--- src/design/tcds_fifo.sv ---
// ---------------------------------------------------------------------------
// tcds_fifo: small register queue
// Two-entry queue used between the front, the back part and the result port.
// ---------------------------------------------------------------------------
module tcds_fifo #(
  parameter int unsigned Width = 8
) (
  input  logic             clk_i,
  input  logic             rst_ni,
  input  logic             push_i,
  input  logic [Width-1:0] data_i,
  output logic             full_o,
  input  logic             pop_i,
  output logic [Width-1:0] data_o,
  output logic             empty_o
);
  logic [Width-1:0] mem_q [2];
  logic             wp_q, rp_q;
  logic [1:0]       cnt_q, cnt_d;
  logic             do_push, do_pop;

  assign full_o  = cnt_q == 2'd2;
  assign empty_o = cnt_q == 2'd0;
  assign do_push = push_i && !full_o;
  assign do_pop  = pop_i && !empty_o;
  assign data_o  = mem_q[rp_q];

  always_comb begin
    cnt_d = cnt_q;
    if (do_push && !do_pop) cnt_d = cnt_q + 2'd1;
    if (!do_push && do_pop) cnt_d = cnt_q - 2'd1;
  end

  always_ff @(posedge clk_i or negedge rst_ni) begin
    if (!rst_ni) begin
      wp_q  <= 1'b0;
      rp_q  <= 1'b0;
      cnt_q <= 2'd0;
    end else begin
      cnt_q <= cnt_d;
      if (do_push) wp_q <= ~wp_q;
      if (do_pop) rp_q <= ~rp_q;
    end
  end

  always_ff @(posedge clk_i) begin
    if (do_push) mem_q[wp_q] <= data_i;
  end
endmodule

--- config.mk ---
export PLATFORM = sky130hd
export DESIGN_NAME = tcds_fifo
export DESIGN_NICKNAME = d
export VERILOG_FILES = /design/src/design/tcds_fifo.sv
export SDC_FILE = /design/constraint.sdc
export NUM_CORES = 1
export LEC_CHECK = 0
export BUFFER_PORTS_ARGS = -buffer_cell sky130_fd_sc_hd__buf_2
export CAP_MARGIN = 20
export CORE_MARGIN = 4
export CORE_UTILIZATION = 45
export CTS_BUF_LIST = sky130_fd_sc_hd__clkbuf_8
export DETAILED_ROUTE_END_ITERATION = 8
export PLACE_DENSITY = 0.8
export SLEW_MARGIN = 15
export SYNTH_ARGS = -nofsm -noshare
export SYNTH_HDL_FRONTEND = slang
export SYNTH_SLANG_ARGS = --single-unit
--- constraint.sdc ---
create_clock -name clk_i -period 1.8 [get_ports clk_i]
set_clock_uncertainty 0.1 [all_clocks]
set_input_delay 0.18 -clock clk_i [delete_from_list [all_inputs] [get_ports clk_i]]
set_output_delay 0.18 -clock clk_i [all_outputs]
set_load 0.01 [all_outputs]
Yosys cells after proc, flatten, opt, wreduce, memory -nomap -nowiden
Memory sizes are Yosys's and may differ from the RTL's.
Index checks and enable logic that the tools add are counted.
{ "word_totals": {"register_bits": 4, "ramBits": 16, "in_bits": 12, "out_inout_bits": 10, "memories": 1} }
{ "classes": {"n_addsub": 2, "n_eq_ne": 1, "n_mux": 4, "n_bitwise": 2, "reduce_logical": 10} }
{ "mem_list": {"columns": ["memory", "words", "width", "rd", "rd_ports_with_merged_regs", "wr", "line", "text"], "rows": [
  ["mem_q", 2, 8, 1, 0, 1, "17", "logic [Width-1:0] mem_q [2];"]
]} }
{ "ops": {"columns": ["operator", "n"], "rows": [
  ["$logic_and A1 B1 Y1", 4],
  ["$logic_not A1 Y1", 4],
  ["$mux W2", 2],
  ["$add A2 B1 Y2 const B", 1],
  ["$eq A2 B2 Y1 const B", 1],
  ["$logic_not A2 Y1", 1],
  ["$mux W1", 2],
  ["$not A1 Y1", 2],
  ["$reduce_bool A2 Y1", 1],
  ["$sub A2 B1 Y2 const B", 1]
]} }

Longest topological paths before layout
{ "depth": {"ltp_word": 7, "ltp_mapped": 6, "mapped_depth_nobuf": 6} }

Worst setup path before layout
Ideal clock, no wire load.
{ "synth_timing": {"kind": "reg2reg", "from": "register cnt_q[0]", "to": "register cnt_q[1]", "t_arrival_ns": 1.295, "required_time_ns": 1.621, "setup_slack_ns": 0.326, "stages_incl_launch_ff": 6, "period_less_slack_ns": 1.474, "path_cell_list": "dfrtp_1 > nor2_1 > nor2b_2 > ha_1 > nor2_1 > xor2_1"} }
{ "synth_between": {"elab_chain_len": 6, "word_cells_on_any_way": 15} }
{ "synth_lines": {"columns": ["element", "line", "text"], "rows": [
  ["start, declared", "19", "logic [1:0] cnt_q, cnt_d;"],
  ["start signal, assigned", "40", "cnt_q <= cnt_d;"],
  ["$logic_not A2 Y1 *", "23", "assign empty_o = cnt_q == 2'd0;"],
  ["named net empty_o", "15", "output logic empty_o"],
  ["$logic_not A1 Y1 *", "25", "assign do_pop = pop_i && !empty_o;"],
  ["$logic_and A1 B1 Y1 *", "25", null],
  ["named net do_pop", "20", "logic do_push, do_pop;"],
  ["$logic_not A1 Y1", "30", "if (do_push && !do_pop) cnt_d = cnt_q + 2'd1;"],
  ["$logic_and A1 B1 Y1", "30", null],
  ["$reduce_bool A2 Y1 (no source line)", null, null]
]} }
Mark *: on every way through the listed nets, which the timed path passes. The rest lies on a longest branch. The select of a mux whose other input is x is not followed.
A chain may end at the register's enable or synchronous reset.

Worst setup path after layout
{ "layout_timing": {"from": "register rp_q", "to": "output port data_o[5]"} }
{ "layout_between": {"elab_chain_len": 1} }
{ "layout_lines": {"columns": ["element", "line", "text"], "rows": [
  ["start, declared", "18", "logic wp_q, rp_q;"],
  ["start signal, assigned", "42", "if (do_pop) rp_q <= ~rp_q;"],
  ["$mem_v2 Z2 W8", null, null],
  ["end, declared", "14", "output logic [Width-1:0] data_o,"]
]} }
Every way passes these cells.

==> flow_summary.yaml <==
run_status:
  outcome: "completed"
timing:
  worst_slew_pin_slew_ns: 0.386
  fin_ws_ns: 0.171
  fin_crit_ns: 1.63
  rsz0062_at_grt: "false"
  finalSetupViolCount: 0
  max_freq_mhz: 614
  slew_violations: 0
  slew_headroom_pct: 74.2
  finalHoldViolations: 0
  fin_setup_tns_ns: 0
  period_share_pct: 90.5
setup_path:
  cp.required_ns: 1.52
  crit_type: "reg -> out"
  ff2ff_setup_slack_ns: 0.30
  rr_endpoint: "cnt_q[1]$_DFFE_PN0P_"
  path_cells: "mux2_2, buf_2"
  endpoint: "data_o[5]"
  startpoint_type: "register"
  ff2ff_path_depth: 5
  cp-end-kind: "output port"
  arrival_ns: 1.35
  crit_fanout: 9
  r2r_start: "cnt_q[0]$_DFFE_PN0P_"
  slowest_delay_ns: 0.58
  crit_start: "rp_q$_DFFE_PN0P_"
  cpMaxStageDelayCell: "dfrtp_1"
min_path:
  hold_depth: 1
  min_path_type: "in -> reg"
placement:
  hpwl_um: 920
  dp.cells: 81
  gp_congestion: 0.703
  portBuffers: 21
  pre_cts_ws_ns: 0.309
clocking:
  cts-htree-levels: 1
  clock_latency_ns: 0.25
  cts_tree: "yes"
  postCtsSetupRepairBufs: 0
  clockBufferDepth: 2
  clk_pin_slew_ns: 0.07
  numClockSinks: 20
  cts_root_buf: "clkbuf_8"
  cts_buffers: 3
power_and_ir_drop:
  vdd_drop_max_uv: 965
  power_mw: 1.57
  leakage_nw: 0.410
  p_int_mw: 1.11
  comb_power_share_pct: 32.1
  p_clk_share_pct: 20.9
  p_sw_share_pct: 29.4
  power.share.sequential_pct: 47.0
  p_per_area_mw_per_mm2: 1600
  p_sw_mw: 0.462
global_route:
  grt_first_pass_wirelength_um: 2060
  grt_overflow: 0
  globalRouteTotalUtil_pct: 11.5
  antenna_found_initial: 0
  grt_max_degree: 12
  grt_pass1_vias: 457
synth:
  synth_warnings: 0
  synth_ff_type: "edfxtp_1"
  synth_edf_count: 16
  syn-num-nets: 56
  synth_top_area_share_pct: 62.2
  syn_inst: 43
  synth.ff_latch_count: 20
  synth.avg_cell_area_um2: 18.0
  ys_seq_area_share_pct: 75.2
  synth_top_area_cell: "edfxtp_1"
  synth_cell_type_count: 13
  synth.area.top_cells: "edfxtp_1 (62%), dfrtp_1 (13%), mux2_2 (12%)"
  async_reset_ff_share_pct: 20.0
  synth_area_um2: 772
layout:
  final_cell_count_no_fill: 87
  drive_gt1_share_pct: 50.7
  nets: 85
  final_common_cell: "buf_2"
  areaGrowthSynthToFinish_pct: 27.2
  utilization_pct: 63.0
  diodes: 0
  final_cell_mix: "buf_2 (21), edfxtp_1 (16), mux2_2 (8)"
floorplan:
  fp.dieH_um: 49.4
  ios: 22
  die-area_mm2: 0.00244
  die_w_um: 49.4
  start_util_pct: 49.5
  rows: 14
  core_area_mm2: 0.00156
flow_run:
  drv_cap: 0
detailed_routing:
  firstDrtPassIters: 1
  finalWirelength_um: 1180
  drc: 0
  initialDrtViolationCount: 0
  postRouteAntennaNets: 0
  routedWlPerCell_um: 13.5
  via_per_inst: 4.99
  vias: 434
==> metal layers <==
metal	global-route usage [%]	share of wire, %	vias up
met3	3.98	6.2	3
li1	-	-	209
met1	13.6	39	209
met2	17.9	52	13
met5	0	0	-
met4	6.91	2.2	0
==> logic make-up (layout without fill, tap and decap cells) <==
family        Yosys count  count (layout)  share of synthesized area, %
flops                  20              20                          75.2
buf+inv                 2              30                          1.13
xor+xnor                5               5                          5.67
simple gates            7               7                          4.70
mux                     8               8                          11.7
fa+ha+maj               1               1                          1.62
==> Yosys cell counts (2+ instances only) <==
cell type	count
edfxtp_1	16
xor2_1	2
dfrtp_1	4
nor2_1	3
mux2_2	8
xnor2_1	3
==> critical path: cells and delay by family (launching register included) <==
family / cells / cell delay, ns
buf+inv: 1 / 0.14
mux: 1 / 0.38
flops: 1 / 0.58
==> how the worst min path moves through the flow <==
stage / end / startpoint / slack, ns
floorplan: cnt_q[0]$_DFFE_PN0P_ / rst_ni / -0.22
global placement: cnt_q[1]$_DFFE_PN0P_ / rst_ni / -0.11
detailed placement: cnt_q[1]$_DFFE_PN0P_ / rst_ni / -0.11
CTS: mem_q[1][5]$_DFFE_PP_ / data_i[5] / 0.007
global route: mem_q[1][6]$_DFFE_PP_ / data_i[6] / 0.001
finish: mem_q[1][7]$_DFFE_PP_ / data_i[7] / 0.01
==> registers in the layout (all words and copies together) (netlist names) <==
register and cells:
mem_q 16, wp_q 1, rp_q 1, cnt_q 2
==> per-stage QoR <==
stage | area (um^2) | hold slack [ns]
5_1_grt | 982 | 0.00148
3_5_place_dp | 907 | -0.111
6_report | 982 | 0.0135
2_1_floorplan | 772 | -0.216
4_1_cts | 972 | 0.00715
3_3_place_gp | 907 | -0.110
==> repair_timing <==
action | CTS | global route
endpoints found under the hold margin | 4 | 2
resized for setup | 0 | 0
hold buffers | 1 | 1
==> final cells by class <==
type | count | area [um^2]
clock buffers | 4 | 55.1
fillers | 123 | 577
inverters | 1 | 3.75
multi-input cells | 21 | 183
flip-flops and latches | 20 | 581
well taps | 16 | 20.0
repair buffers | 25 | 140
==> power by group through the flow <==
stage / Clock (mW) / Sequential, mW / Combinational (mW)
after floorplan: 0 / 0.697 / 0.371
after global placement: 0 / 0.742 / 0.496
after detailed placement: 0 / 0.750 / 0.510
after CTS: 0.338 / 0.742 / 0.514
after global routing: 0.364 / 0.760 / 0.560
final: 0.329 / 0.738 / 0.504
(Power assumes the default switching activity.)
